File: config.mk
export PLATFORM = sky130hd
export DESIGN_NAME = sph_density_pressure_top
export DESIGN_NICKNAME = d
export VERILOG_FILES = /design/src/sv/sphdp_pkg.sv /design/src/sv/sphdp_div.sv /design/src/sv/sphdp_datapath.sv /design/src/sv/sphdp_ctrl.sv /design/src/sv/sph_density_pressure_top.sv
export SDC_FILE = /design/constraint.sdc
export NUM_CORES = 2
export LEC_CHECK = 0
export BUFFER_PORTS_ARGS = -buffer_cell sky130_fd_sc_hd__buf_2
export CAP_MARGIN = 20
export CORE_UTILIZATION = 40
export CTS_CLUSTER_DIAMETER = 50
export DETAILED_ROUTE_END_ITERATION = 8
export PLACE_DENSITY = 0.55
export SLEW_MARGIN = 10
export SYNTH_ARGS = -nofsm -noshare
export SYNTH_HDL_FRONTEND = slang
export SYNTH_SLANG_ARGS = --single-unit
File: constraint.sdc
create_clock -name clk -period 13.65 [get_ports clk]
set_input_delay 2.0475 -clock clk [delete_from_list [all_inputs] [get_ports clk]]
set_output_delay 2.0475 -clock clk [all_outputs]
set_load 0.02 [all_outputs]
File: src/sv/sphdp_pkg.sv
package sphdp_pkg;

    localparam int POS_W    = 32;
    localparam int MAG_W    = POS_W + 1;
    localparam int SCALE_W  = 24;
    localparam int RSQ_W    = 24;
    localparam int COEFF_W  = 32;
    localparam int REST_W   = 32;
    localparam int STIFF_W  = 16;
    localparam int MASS_W   = 16;
    localparam int ACC_W    = 64;
    localparam int SUMSQ_W  = 50;
    localparam int DENS_W   = 32;
    localparam int PRES_W   = 32;
    localparam int INV_W    = 32;
    localparam int CFG_IDX_W  = 3;
    localparam int CFG_DATA_W = 32;

    // shared multiplier: signed 34 x 33
    localparam int MUL_A_W = 34;
    localparam int MUL_B_W = 33;
    localparam int PROD_W  = MUL_A_W + MUL_B_W;

    // reciprocal: 2^32 / density, one quotient bit per cycle
    localparam int DIV_STEPS = 33;
    localparam int DIV_CNT_W = 6;
    localparam int QUO_W     = DIV_STEPS;

    localparam logic [PRES_W-1:0] PRES_MAX = {1'b0, {(PRES_W-1){1'b1}}};
    localparam logic [PRES_W-1:0] PRES_MIN = {1'b1, {(PRES_W-1){1'b0}}};

    typedef enum logic [CFG_IDX_W-1:0] {
        REG_LENGTH_SCALE   = 3'd0,
        REG_RADIUS_SQUARED = 3'd1,
        REG_KERNEL_COEFF   = 3'd2,
        REG_REST_DENSITY   = 3'd3,
        REG_STIFFNESS      = 3'd4
    } cfg_reg_t;

    typedef enum logic [3:0] {
        MUL_NONE = 4'd0,
        MUL_DX   = 4'd1,
        MUL_DY   = 4'd2,
        MUL_DZ   = 4'd3,
        MUL_SQX  = 4'd4,
        MUL_SQY  = 4'd5,
        MUL_SQZ  = 4'd6,
        MUL_C2   = 4'd7,
        MUL_C3   = 4'd8,
        MUL_TERM = 4'd9,
        MUL_DHI  = 4'd10,
        MUL_DLO  = 4'd11,
        MUL_PRES = 4'd12
    } mul_op_t;

    typedef enum logic [20:0] {
        S_IDLE = 21'd1 << 0,
        S_DX   = 21'd1 << 1,
        S_DY   = 21'd1 << 2,
        S_DZ   = 21'd1 << 3,
        S_SQX  = 21'd1 << 4,
        S_SQY  = 21'd1 << 5,
        S_SQZ  = 21'd1 << 6,
        S_SUM  = 21'd1 << 7,
        S_CMP  = 21'd1 << 8,
        S_C2   = 21'd1 << 9,
        S_C3   = 21'd1 << 10,
        S_TERM = 21'd1 << 11,
        S_ACC  = 21'd1 << 12,
        S_DHI  = 21'd1 << 13,
        S_DLO  = 21'd1 << 14,
        S_DSUM = 21'd1 << 15,
        S_DSAT = 21'd1 << 16,
        S_PRES = 21'd1 << 17,
        S_PCAP = 21'd1 << 18,
        S_DIV  = 21'd1 << 19,
        S_OUT  = 21'd1 << 20
    } state_t;

    typedef struct packed {
        logic    load_in;
        mul_op_t mul_op;
        logic    cap_dx;
        logic    cap_dy;
        logic    cap_dz;
        logic    sum_init;
        logic    sum_add;
        logic    cmp;
        logic    acc_add;
        logic    acc_clr;
        logic    s_init;
        logic    s_add;
        logic    dens_cap;
        logic    p_cap;
        logic    div_start;
        logic    out_load;
    } cmd_t;

    typedef struct packed {
        logic last;
        logic div_done;
        logic out_free;
    } status_t;

endpackage

File: src/sv/sphdp_div.sv
module sphdp_div (
    input  logic                               clk,
    input  logic                               rst_n,
    input  logic                               start,
    input  logic [sphdp_pkg::DENS_W-1:0]       divisor,
    output logic                               done,
    output logic [sphdp_pkg::QUO_W-1:0]        quotient
);
    import sphdp_pkg::*;

    logic                 busy_reg, busy_next;
    logic                 done_reg, done_next;
    logic [DIV_CNT_W-1:0] cnt_reg, cnt_next;
    logic [DENS_W-1:0]    div_reg, div_next;
    logic [DENS_W-1:0]    rem_reg, rem_next;
    logic [QUO_W-1:0]     quo_reg, quo_next;

    logic              nbit;
    logic [DENS_W:0]   shifted;
    logic [DENS_W:0]   trial;
    logic              ge;

    // numerator is 2^32: only its top bit is set
    assign nbit    = (cnt_reg == DIV_CNT_W'(DIV_STEPS - 1));
    assign shifted = {rem_reg, nbit};
    assign ge      = (shifted >= {1'b0, div_reg});
    assign trial   = shifted - {1'b0, div_reg};

    always_comb
    begin
        busy_next = busy_reg;
        done_next = done_reg;
        cnt_next  = cnt_reg;
        div_next  = div_reg;
        rem_next  = rem_reg;
        quo_next  = quo_reg;
        if (start)
        begin
            busy_next = 1'b1;
            done_next = 1'b0;
            cnt_next  = DIV_CNT_W'(DIV_STEPS - 1);
            div_next  = divisor;
            rem_next  = '0;
            quo_next  = '0;
        end
        else if (busy_reg)
        begin
            rem_next = ge ? trial[DENS_W-1:0] : shifted[DENS_W-1:0];
            quo_next = {quo_reg[QUO_W-2:0], ge};
            if (cnt_reg == '0)
            begin
                busy_next = 1'b0;
                done_next = 1'b1;
            end
            else
            begin
                cnt_next = cnt_reg - 1'b1;
            end
        end
    end

    always_ff @(posedge clk or negedge rst_n)
    begin
        if (!rst_n)
        begin
            busy_reg <= 1'b0;
            done_reg <= 1'b0;
            cnt_reg  <= '0;
        end
        else
        begin
            busy_reg <= busy_next;
            done_reg <= done_next;
            cnt_reg  <= cnt_next;
        end
    end

    always_ff @(posedge clk)
    begin
        div_reg <= div_next;
        rem_reg <= rem_next;
        quo_reg <= quo_next;
    end

    assign done     = done_reg;
    assign quotient = quo_reg;

endmodule

File: src/sv/sphdp_datapath.sv
module sphdp_datapath (
    input  logic                                   clk,
    input  logic                                   rst_n,
    input  sphdp_pkg::cmd_t                        cmd,
    output sphdp_pkg::status_t                     status,
    input  logic                                   cfg_we,
    input  logic [sphdp_pkg::CFG_IDX_W-1:0]        cfg_index,
    input  logic [sphdp_pkg::CFG_DATA_W-1:0]       cfg_data,
    input  logic signed [sphdp_pkg::POS_W-1:0]     self_x,
    input  logic signed [sphdp_pkg::POS_W-1:0]     self_y,
    input  logic signed [sphdp_pkg::POS_W-1:0]     self_z,
    input  logic signed [sphdp_pkg::POS_W-1:0]     other_x,
    input  logic signed [sphdp_pkg::POS_W-1:0]     other_y,
    input  logic signed [sphdp_pkg::POS_W-1:0]     other_z,
    input  logic [sphdp_pkg::MASS_W-1:0]           other_mass,
    input  logic                                   last,
    output logic                                   out_valid,
    input  logic                                   out_stall,
    output logic [sphdp_pkg::DENS_W-1:0]           density,
    output logic signed [sphdp_pkg::PRES_W-1:0]    pressure,
    output logic [sphdp_pkg::INV_W-1:0]            inv_density,
    output logic                                   zero_density
);
    import sphdp_pkg::*;

    // configuration
    logic [SCALE_W-1:0] scale_reg;
    logic [RSQ_W-1:0]   rsq_reg;
    logic [COEFF_W-1:0] coeff_reg;
    logic [REST_W-1:0]  rest_reg;
    logic [STIFF_W-1:0] stiff_reg;

    // per-request working registers
    logic [MAG_W-1:0]   magx_reg, magy_reg, magz_reg;
    logic [MASS_W-1:0]  mass_reg;
    logic               last_reg;
    logic [SCALE_W-1:0] dx_reg, dy_reg, dz_reg;
    logic               oor_reg;
    logic [SUMSQ_W-1:0] sumsq_reg;
    logic               inside_reg;
    logic [RSQ_W-1:0]   c_reg;
    logic [ACC_W-1:0]   acc_reg, acc_next;
    logic [ACC_W:0]     s_reg;
    logic [DENS_W-1:0]  dens_reg;
    logic [PRES_W-1:0]  pres_reg;

    logic signed [PROD_W-1:0] prod_reg;

    logic                     out_valid_reg;
    logic [DENS_W-1:0]        density_reg;
    logic [PRES_W-1:0]        pressure_reg;
    logic [INV_W-1:0]         inv_reg;
    logic                     zero_reg;

    // shared multiplier
    logic signed [MUL_A_W-1:0] mul_a;
    logic signed [MUL_B_W-1:0] mul_b;
    logic signed [PROD_W-1:0]  prod_next;

    logic [MAG_W-1:0]   diffx, diffy, diffz;
    logic [MAG_W-1:0]   absx, absy, absz;
    logic [SUMSQ_W-RSQ_W-1:0] d2;
    logic [ACC_W:0]     acc_sum;
    logic [ACC_W:0]     s_sum;
    logic [MUL_A_W-1:0] pdiff;
    logic [DENS_W-1:0]  dens_sat;
    logic signed [PROD_W-1:0] pshift;
    logic [PROD_W-PRES_W:0]   pres_hi;
    logic [PRES_W-1:0]  pres_sat;

    logic               div_done;
    logic [QUO_W-1:0]   quotient;

    always_ff @(posedge clk or negedge rst_n)
    begin
        if (!rst_n)
        begin
            scale_reg <= '0;
            rsq_reg   <= '0;
            coeff_reg <= '0;
            rest_reg  <= '0;
            stiff_reg <= '0;
        end
        else if (cfg_we)
        begin
            unique case (cfg_index)
                REG_LENGTH_SCALE:   scale_reg <= cfg_data[SCALE_W-1:0];
                REG_RADIUS_SQUARED: rsq_reg   <= cfg_data[RSQ_W-1:0];
                REG_KERNEL_COEFF:   coeff_reg <= cfg_data[COEFF_W-1:0];
                REG_REST_DENSITY:   rest_reg  <= cfg_data[REST_W-1:0];
                REG_STIFFNESS:      stiff_reg <= cfg_data[STIFF_W-1:0];
                default:            ;
            endcase
        end
    end

    // 33-bit differences; magnitude of -2^32 still fits unsigned
    assign diffx = {self_x[POS_W-1], self_x} - {other_x[POS_W-1], other_x};
    assign diffy = {self_y[POS_W-1], self_y} - {other_y[POS_W-1], other_y};
    assign diffz = {self_z[POS_W-1], self_z} - {other_z[POS_W-1], other_z};
    assign absx  = diffx[MAG_W-1] ? (~diffx + 1'b1) : diffx;
    assign absy  = diffy[MAG_W-1] ? (~diffy + 1'b1) : diffy;
    assign absz  = diffz[MAG_W-1] ? (~diffz + 1'b1) : diffz;

    assign pdiff = {2'b00, dens_reg} - {2'b00, rest_reg};

    always_comb
    begin
        mul_a = '0;
        mul_b = '0;
        unique case (cmd.mul_op)
            MUL_DX:
            begin
                mul_a = {1'b0, magx_reg};
                mul_b = {9'b0, scale_reg};
            end
            MUL_DY:
            begin
                mul_a = {1'b0, magy_reg};
                mul_b = {9'b0, scale_reg};
            end
            MUL_DZ:
            begin
                mul_a = {1'b0, magz_reg};
                mul_b = {9'b0, scale_reg};
            end
            MUL_SQX:
            begin
                mul_a = {10'b0, dx_reg};
                mul_b = {9'b0, dx_reg};
            end
            MUL_SQY:
            begin
                mul_a = {10'b0, dy_reg};
                mul_b = {9'b0, dy_reg};
            end
            MUL_SQZ:
            begin
                mul_a = {10'b0, dz_reg};
                mul_b = {9'b0, dz_reg};
            end
            MUL_C2:
            begin
                mul_a = {10'b0, c_reg};
                mul_b = {9'b0, c_reg};
            end
            MUL_C3:
            begin
                mul_a = {10'b0, prod_reg[47:24]};
                mul_b = {9'b0, c_reg};
            end
            MUL_TERM:
            begin
                mul_a = {10'b0, prod_reg[47:24]};
                mul_b = {17'b0, mass_reg};
            end
            MUL_DHI:
            begin
                mul_a = {2'b0, acc_reg[ACC_W-1:32]};
                mul_b = {1'b0, coeff_reg};
            end
            MUL_DLO:
            begin
                mul_a = {2'b0, acc_reg[31:0]};
                mul_b = {1'b0, coeff_reg};
            end
            MUL_PRES:
            begin
                mul_a = pdiff;
                mul_b = {17'b0, stiff_reg};
            end
            default:
            begin
                mul_a = '0;
                mul_b = '0;
            end
        endcase
    end

    assign prod_next = mul_a * mul_b;

    assign d2      = sumsq_reg[SUMSQ_W-1:RSQ_W];
    assign acc_sum = {1'b0, acc_reg} + {25'b0, prod_reg[39:0]};
    assign s_sum   = s_reg + {33'b0, prod_reg[63:32]};

    // s >= 2^36 saturates, including the carry out of the 64-bit add
    assign dens_sat = (|s_reg[ACC_W:36]) ? '1 : s_reg[35:4];

    assign pshift  = prod_reg >>> 8;
    assign pres_hi = pshift[PROD_W-1:PRES_W-1];
    assign pres_sat = ((pres_hi == '0) || (pres_hi == '1)) ? pshift[PRES_W-1:0]
                    : (pshift[PROD_W-1] ? PRES_MIN : PRES_MAX);

    always_comb
    begin
        acc_next = acc_reg;
        if (cmd.acc_clr)
            acc_next = '0;
        else if (cmd.acc_add && inside_reg)
            acc_next = acc_sum[ACC_W] ? '1 : acc_sum[ACC_W-1:0];
    end

    always_ff @(posedge clk or negedge rst_n)
    begin
        if (!rst_n)
            acc_reg <= '0;
        else
            acc_reg <= acc_next;
    end

    always_ff @(posedge clk)
    begin
        prod_reg <= prod_next;
        if (cmd.load_in)
        begin
            magx_reg <= absx;
            magy_reg <= absy;
            magz_reg <= absz;
            mass_reg <= other_mass;
            last_reg <= last;
        end
        if (cmd.cap_dx)
        begin
            dx_reg  <= prod_reg[39:16];
            oor_reg <= |prod_reg[PROD_W-1:40];
        end
        if (cmd.cap_dy)
        begin
            dy_reg  <= prod_reg[39:16];
            oor_reg <= oor_reg | (|prod_reg[PROD_W-1:40]);
        end
        if (cmd.cap_dz)
        begin
            dz_reg  <= prod_reg[39:16];
            oor_reg <= oor_reg | (|prod_reg[PROD_W-1:40]);
        end
        if (cmd.sum_init)
            sumsq_reg <= {2'b0, prod_reg[47:0]};
        else if (cmd.sum_add)
            sumsq_reg <= sumsq_reg + {2'b0, prod_reg[47:0]};
        if (cmd.cmp)
        begin
            inside_reg <= !oor_reg && ({2'b0, rsq_reg} > d2);
            c_reg      <= rsq_reg - d2[RSQ_W-1:0];
        end
        if (cmd.s_init)
            s_reg <= {1'b0, prod_reg[ACC_W-1:0]};
        else if (cmd.s_add)
            s_reg <= s_sum;
        if (cmd.dens_cap)
            dens_reg <= dens_sat;
        if (cmd.p_cap)
            pres_reg <= pres_sat;
    end

    sphdp_div u_div (
        .clk      (clk),
        .rst_n    (rst_n),
        .start    (cmd.div_start),
        .divisor  (dens_reg),
        .done     (div_done),
        .quotient (quotient)
    );

    // result register; lets a new request in while this one waits
    always_ff @(posedge clk or negedge rst_n)
    begin
        if (!rst_n)
            out_valid_reg <= 1'b0;
        else if (cmd.out_load)
            out_valid_reg <= 1'b1;
        else if (!out_stall)
            out_valid_reg <= 1'b0;
    end

    always_ff @(posedge clk)
    begin
        if (cmd.out_load)
        begin
            density_reg  <= dens_reg;
            pressure_reg <= pres_reg;
            inv_reg      <= (quotient[QUO_W-1] || dens_reg == '0) ? '1
                                                                  : quotient[INV_W-1:0];
            zero_reg     <= (dens_reg == '0);
        end
    end

    assign status.last     = last_reg;
    assign status.div_done = div_done;
    assign status.out_free = !out_valid_reg || !out_stall;

    assign out_valid    = out_valid_reg;
    assign density      = density_reg;
    assign pressure     = pressure_reg;
    assign inv_density  = inv_reg;
    assign zero_density = zero_reg;

endmodule

File: src/sv/sphdp_ctrl.sv
module sphdp_ctrl (
    input  logic                  clk,
    input  logic                  rst_n,
    input  logic                  in_valid,
    output logic                  in_stall,
    input  sphdp_pkg::status_t    status,
    output sphdp_pkg::cmd_t       cmd
);
    import sphdp_pkg::*;

    state_t state_reg, state_next;

    always_ff @(posedge clk or negedge rst_n)
    begin
        if (!rst_n)
            state_reg <= S_IDLE;
        else
            state_reg <= state_next;
    end

    always_comb
    begin
        state_next = state_reg;
        cmd        = '0;
        cmd.mul_op = MUL_NONE;
        unique case (state_reg)
            S_IDLE:
            begin
                if (in_valid)
                begin
                    cmd.load_in = 1'b1;
                    state_next  = S_DX;
                end
            end
            S_DX:
            begin
                cmd.mul_op = MUL_DX;
                state_next = S_DY;
            end
            S_DY:
            begin
                cmd.mul_op = MUL_DY;
                cmd.cap_dx = 1'b1;
                state_next = S_DZ;
            end
            S_DZ:
            begin
                cmd.mul_op = MUL_DZ;
                cmd.cap_dy = 1'b1;
                state_next = S_SQX;
            end
            S_SQX:
            begin
                cmd.mul_op = MUL_SQX;
                cmd.cap_dz = 1'b1;
                state_next = S_SQY;
            end
            S_SQY:
            begin
                cmd.mul_op   = MUL_SQY;
                cmd.sum_init = 1'b1;
                state_next   = S_SQZ;
            end
            S_SQZ:
            begin
                cmd.mul_op  = MUL_SQZ;
                cmd.sum_add = 1'b1;
                state_next  = S_SUM;
            end
            S_SUM:
            begin
                cmd.sum_add = 1'b1;
                state_next  = S_CMP;
            end
            S_CMP:
            begin
                cmd.cmp    = 1'b1;
                state_next = S_C2;
            end
            S_C2:
            begin
                cmd.mul_op = MUL_C2;
                state_next = S_C3;
            end
            S_C3:
            begin
                cmd.mul_op = MUL_C3;
                state_next = S_TERM;
            end
            S_TERM:
            begin
                cmd.mul_op = MUL_TERM;
                state_next = S_ACC;
            end
            S_ACC:
            begin
                cmd.acc_add = 1'b1;
                state_next  = status.last ? S_DHI : S_IDLE;
            end
            S_DHI:
            begin
                cmd.mul_op = MUL_DHI;
                state_next = S_DLO;
            end
            S_DLO:
            begin
                cmd.mul_op = MUL_DLO;
                cmd.s_init = 1'b1;
                state_next = S_DSUM;
            end
            S_DSUM:
            begin
                cmd.s_add  = 1'b1;
                state_next = S_DSAT;
            end
            S_DSAT:
            begin
                cmd.dens_cap = 1'b1;
                state_next   = S_PRES;
            end
            S_PRES:
            begin
                cmd.mul_op    = MUL_PRES;
                cmd.div_start = 1'b1;
                state_next    = S_PCAP;
            end
            S_PCAP:
            begin
                cmd.p_cap  = 1'b1;
                state_next = S_DIV;
            end
            S_DIV:
            begin
                if (status.div_done)
                    state_next = S_OUT;
            end
            S_OUT:
            begin
                if (status.out_free)
                begin
                    cmd.out_load = 1'b1;
                    cmd.acc_clr  = 1'b1;
                    state_next   = S_IDLE;
                end
            end
            default:
            begin
                state_next = S_IDLE;
            end
        endcase
    end

    assign in_stall = (state_reg != S_IDLE);

endmodule

File: src/sv/sph_density_pressure_top.sv
// Sequence: a neighbor request uses one shared multiplier for the
//   scale, square, cube and mass products in turn; the request flagged last
//   then also runs the one-bit-per-cycle reciprocal divider.
// Throughput: one result per particle; a new request is taken only in the idle state.
// Reset (rst_n, async, active low): configuration registers cleared to zero, accumulator empty,
//   no result pending.
module sph_density_pressure_top (
    input  logic                                   clk,
    input  logic                                   rst_n,
    input  logic                                   cfg_we,
    input  logic [sphdp_pkg::CFG_IDX_W-1:0]        cfg_index,
    input  logic [sphdp_pkg::CFG_DATA_W-1:0]       cfg_data,
    input  logic                                   in_valid,
    output logic                                   in_stall,
    input  logic signed [sphdp_pkg::POS_W-1:0]     self_x,
    input  logic signed [sphdp_pkg::POS_W-1:0]     self_y,
    input  logic signed [sphdp_pkg::POS_W-1:0]     self_z,
    input  logic signed [sphdp_pkg::POS_W-1:0]     other_x,
    input  logic signed [sphdp_pkg::POS_W-1:0]     other_y,
    input  logic signed [sphdp_pkg::POS_W-1:0]     other_z,
    input  logic [sphdp_pkg::MASS_W-1:0]           other_mass,
    input  logic                                   last,
    output logic                                   out_valid,
    input  logic                                   out_stall,
    output logic [sphdp_pkg::DENS_W-1:0]           density,
    output logic signed [sphdp_pkg::PRES_W-1:0]    pressure,
    output logic [sphdp_pkg::INV_W-1:0]            inv_density,
    output logic                                   zero_density
);
    import sphdp_pkg::*;

    cmd_t    cmd;
    status_t status;

    sphdp_ctrl u_ctrl (
        .clk      (clk),
        .rst_n    (rst_n),
        .in_valid (in_valid),
        .in_stall (in_stall),
        .status   (status),
        .cmd      (cmd)
    );

    sphdp_datapath u_datapath (
        .clk          (clk),
        .rst_n        (rst_n),
        .cmd          (cmd),
        .status       (status),
        .cfg_we       (cfg_we),
        .cfg_index    (cfg_index),
        .cfg_data     (cfg_data),
        .self_x       (self_x),
        .self_y       (self_y),
        .self_z       (self_z),
        .other_x      (other_x),
        .other_y      (other_y),
        .other_z      (other_z),
        .other_mass   (other_mass),
        .last         (last),
        .out_valid    (out_valid),
        .out_stall    (out_stall),
        .density      (density),
        .pressure     (pressure),
        .inv_density  (inv_density),
        .zero_density (zero_density)
    );

endmodule

==> impl_results.md <==
* Worst reg2reg path startpoint: u_datapath.dens_reg[0]$_SDFFCE_PP1P_
* Most frequent CP cell: fa_1
* Chip Width at 473 um
* Post-layout minimum cycle time at 12.61 ns
* R2R cell count at 42
* Slowest stage delay, CP at 0.84 ns
* Highest net fanout along the worst path at 10
* Top cells by area, synth: fa_1 26%, edfxtp_1 18%, ha_1 7.1%
* DRC at 21
* R2R Path End: u_datapath.prod_reg[61]$_DFF_P_
* WHS at 0.419 ns
* Share of layout cells above drive strength 1 at 10.7%
* Vias post-DR at 70600
* I/O pin cnt at 348
* Mapped Cells at 9203
* Worst slew margin at 7.77%
* PwrDens at 143 mW/mm^2
* Vias in the first global route at 71200
* Post_cts resized at 0
* Critical path endpoint category: register
* Post-synth EDFFs at 519
* Pin count of the biggest net entering global routing at 143
* Final wirelength at 325000 um
* CTS tree: yes
* WHS Path Cells at 0
* Top delay family on crit path: adder cells
* Reg2reg setup slack at 1.04 ns
* Initial antenna violation count at 34
* H-tree depth at 3
* Max Fclk at 0.0793 GHz
* Slowest CP cell: nor2_1
* Overflow after GRT at 0
* Clk_skew at 0.0365 ns
* First-pass GRT wire length at 475000 um
* CTS buffer count at 112
* Drt wl/cell at 25.8 um
* Pre-antenna DRT Iters at 9
* Yosys cell types at 104
* GR Util All Layers at 29.0%
* RSZ-0062 raised after global routing: false
* Die height at 473 um
* Min-Delay Path Class: register to register
* 1st-iter DRT viols at 7448
* Final Hold Viols at 0
* Cts hold-fix bufs at 0
* WP data required at 14.29 ns
* Final core utilization at 44.9%
* Crit path arrival time at 13.24 ns
* Final Wtd Congestion at 0.987
* Post-CTS Setup Bufs at 0
* Crit start category: register
* Status: finished with violations
* Most used DFF post-synth: edfxtp_1
* Register area share after synthesis at 26.9%
* Antenna Nets Post-Route at 0
* Area Overhead vs Synth at 11.5%
* Setup violations, final at 0
* Routed vias/inst at 5.60
* Synth top area share at 26.0%
* Leakage at 45.1 nW
* Count of buffers from port buffering at 347
* Fill cell count at 21300
* Total of max-cap violations at 0
* DPL Wire Length at 260000 um
* Asr flop ratio synth at 25.3%
* Clock Pin Slew Worst Setup and Hold Paths at 0.06 ns
* Synthesized area at 0.0887 mm^2
* Setup tns final at 0 ns
* Row count at 172
* Worst IR Drop VDD at 0.000310 V
* Die area at 0.224 mm^2
* Worst Path Buf+Inv at 7
* Hold path endpoint: u_datapath.pressure[26]$_DFFE_PP_
* CTS Buffer Depth at 3
* Crit path depth at 42
* Crit path kind: register to register
* Clock sinks at 876
* Count leader, synth: inv_1
* Clk Latency, worst-skew pair at 0.77 ns
* Root Driver: clkbuf_16
* Final count of pins violating max slew at 0
* Starting Density at 40.3%
* Largest register FFs at 67
* Worst hold start: u_datapath.pres_reg[26]$_DFFE_PP_
* Core ar. at 0.220 mm^2
* Violations in the final reports: DRC
* Synth area leader: fa_1
* Synth top cells by count: 1393 x inv_1, 1150 x fa_1, 966 x nor2_1
* Ys Warns at 0
* Final net count at 11400
* Worst slew pin tran at 1.38 ns
* Avg Inst Size Synth at 9.64 um^2
* Flops & latches, synth at 876
* Period utilisation layout at 92.3%
routing by layer:
metal	vias up	part of all wire (%)	global-route usage [%]	wire, um
met4	8	5.7	13.9	18600
met5	-	0.015	0	48
met3	635	8.4	5.53	27200
met2	3115	45	45.2	146000
li1	31200	-	-	-
met1	35700	41	38.6	134000
power breakdown:
group | leakage, nW | switching [mW] | internal [mW]
Clock | 1.93 | 1.31 | 1.86
Sequential | 8.26 | 0.298 | 3.25
Combinational | 34.9 | 4.72 | 2.70
kinds of logic after synthesis:
group | count (synthesis) | share of synthesized area (%)
AND/OR/NAND/NOR | 2619 | 13.5
XOR/XNOR | 442 | 4.37
multiplexers | 185 | 2.27
AO/OA/AOI/OAI | 1638 | 12.3
flip-flops | 876 | 26.9
adder cells (fa/ha/maj) | 1652 | 33.0
other | 2 | 0.00847
buffers and inverters | 1789 | 7.67
placed cells by master (no fill, tap or decap), types with 38 or more instances in the layout:
cell | netlist | layout
inv_1 | 1393 | 1392
fa_1 | 1150 | 1150
nor2_1 | 966 | 963
nand2_1 | 772 | 772
edfxtp_1 | 519 | 519
ha_1 | 502 | 502
a21oi_1 | 448 | 447
buf_2 | 63 | 346
o21ai_0 | 336 | 336
xnor2_1 | 288 | 288
buf_4 | 0 | 227
dfrtp_1 | 221 | 220
a21o_1 | 210 | 210
xor2_1 | 154 | 154
nand3_1 | 141 | 140
dfxtp_1 | 135 | 135
mux2_2 | 131 | 131
nand2b_1 | 119 | 117
clkbuf_16 | 0 | 115
or3_1 | 104 | 103
nor3_1 | 99 | 97
a222oi_1 | 93 | 93
and3_1 | 74 | 73
o21a_1 | 65 | 65
nand4_1 | 59 | 59
a211oi_1 | 65 | 56
nor2b_1 | 55 | 55
mux2i_1 | 54 | 54
and2_1 | 51 | 50
a31oi_1 | 45 | 45
nor4_1 | 42 | 41
conb_1 | 2 | 40
or2_2 | 38 | 38
final cells by class:
class | instances | area, um^2 | area share [%]
multi-input combinational | 6576 | 58500 | 59.2
sequential | 876 | 23800 | 24.1
inverter | 1396 | 5250 | 5.31
tap | 2958 | 3700 | 3.74
timing repair buffer | 579 | 3540 | 3.58
clock buffer | 139 | 3060 | 3.09
clock inverter | 74 | 922 | 0.933
antenna | 13 | 32.5 | 0.0329
stage by stage:
step                      cells  power, mW  worst slack [ns]  area (um^2)
after floorplan            9241       8.20              2.61        88800
after global placement    12400       10.8              1.27        94800
after detailed placement  12400       10.9              1.24        94800
after CTS                 12600       14.1              1.19        98800
after global routing      12600       14.9             0.532        98800
final                     12600       14.1              1.04        98800
worst max-delay path by stage:
stage | endpoint | startpoint | slack [ns]
CTS | u_datapath.prod_reg[61]$_DFF_P_ | u_datapath.dens_reg[0]$_SDFFCE_PP1P_ | 1.19
global placement | u_datapath.prod_reg[61]$_DFF_P_ | u_datapath.dens_reg[0]$_SDFFCE_PP1P_ | 1.27
detailed placement | u_datapath.prod_reg[61]$_DFF_P_ | u_datapath.dens_reg[0]$_SDFFCE_PP1P_ | 1.24
global route | u_datapath.prod_reg[61]$_DFF_P_ | u_datapath.dens_reg[0]$_SDFFCE_PP1P_ | 0.53
finish | u_datapath.prod_reg[61]$_DFF_P_ | u_datapath.dens_reg[0]$_SDFFCE_PP1P_ | 1.04
floorplan | u_datapath.prod_reg[61]$_DFF_P_ | u_ctrl.state_reg[7]$_DFFE_PN0P_ | 2.61
(Power assumes the default switching activity.)
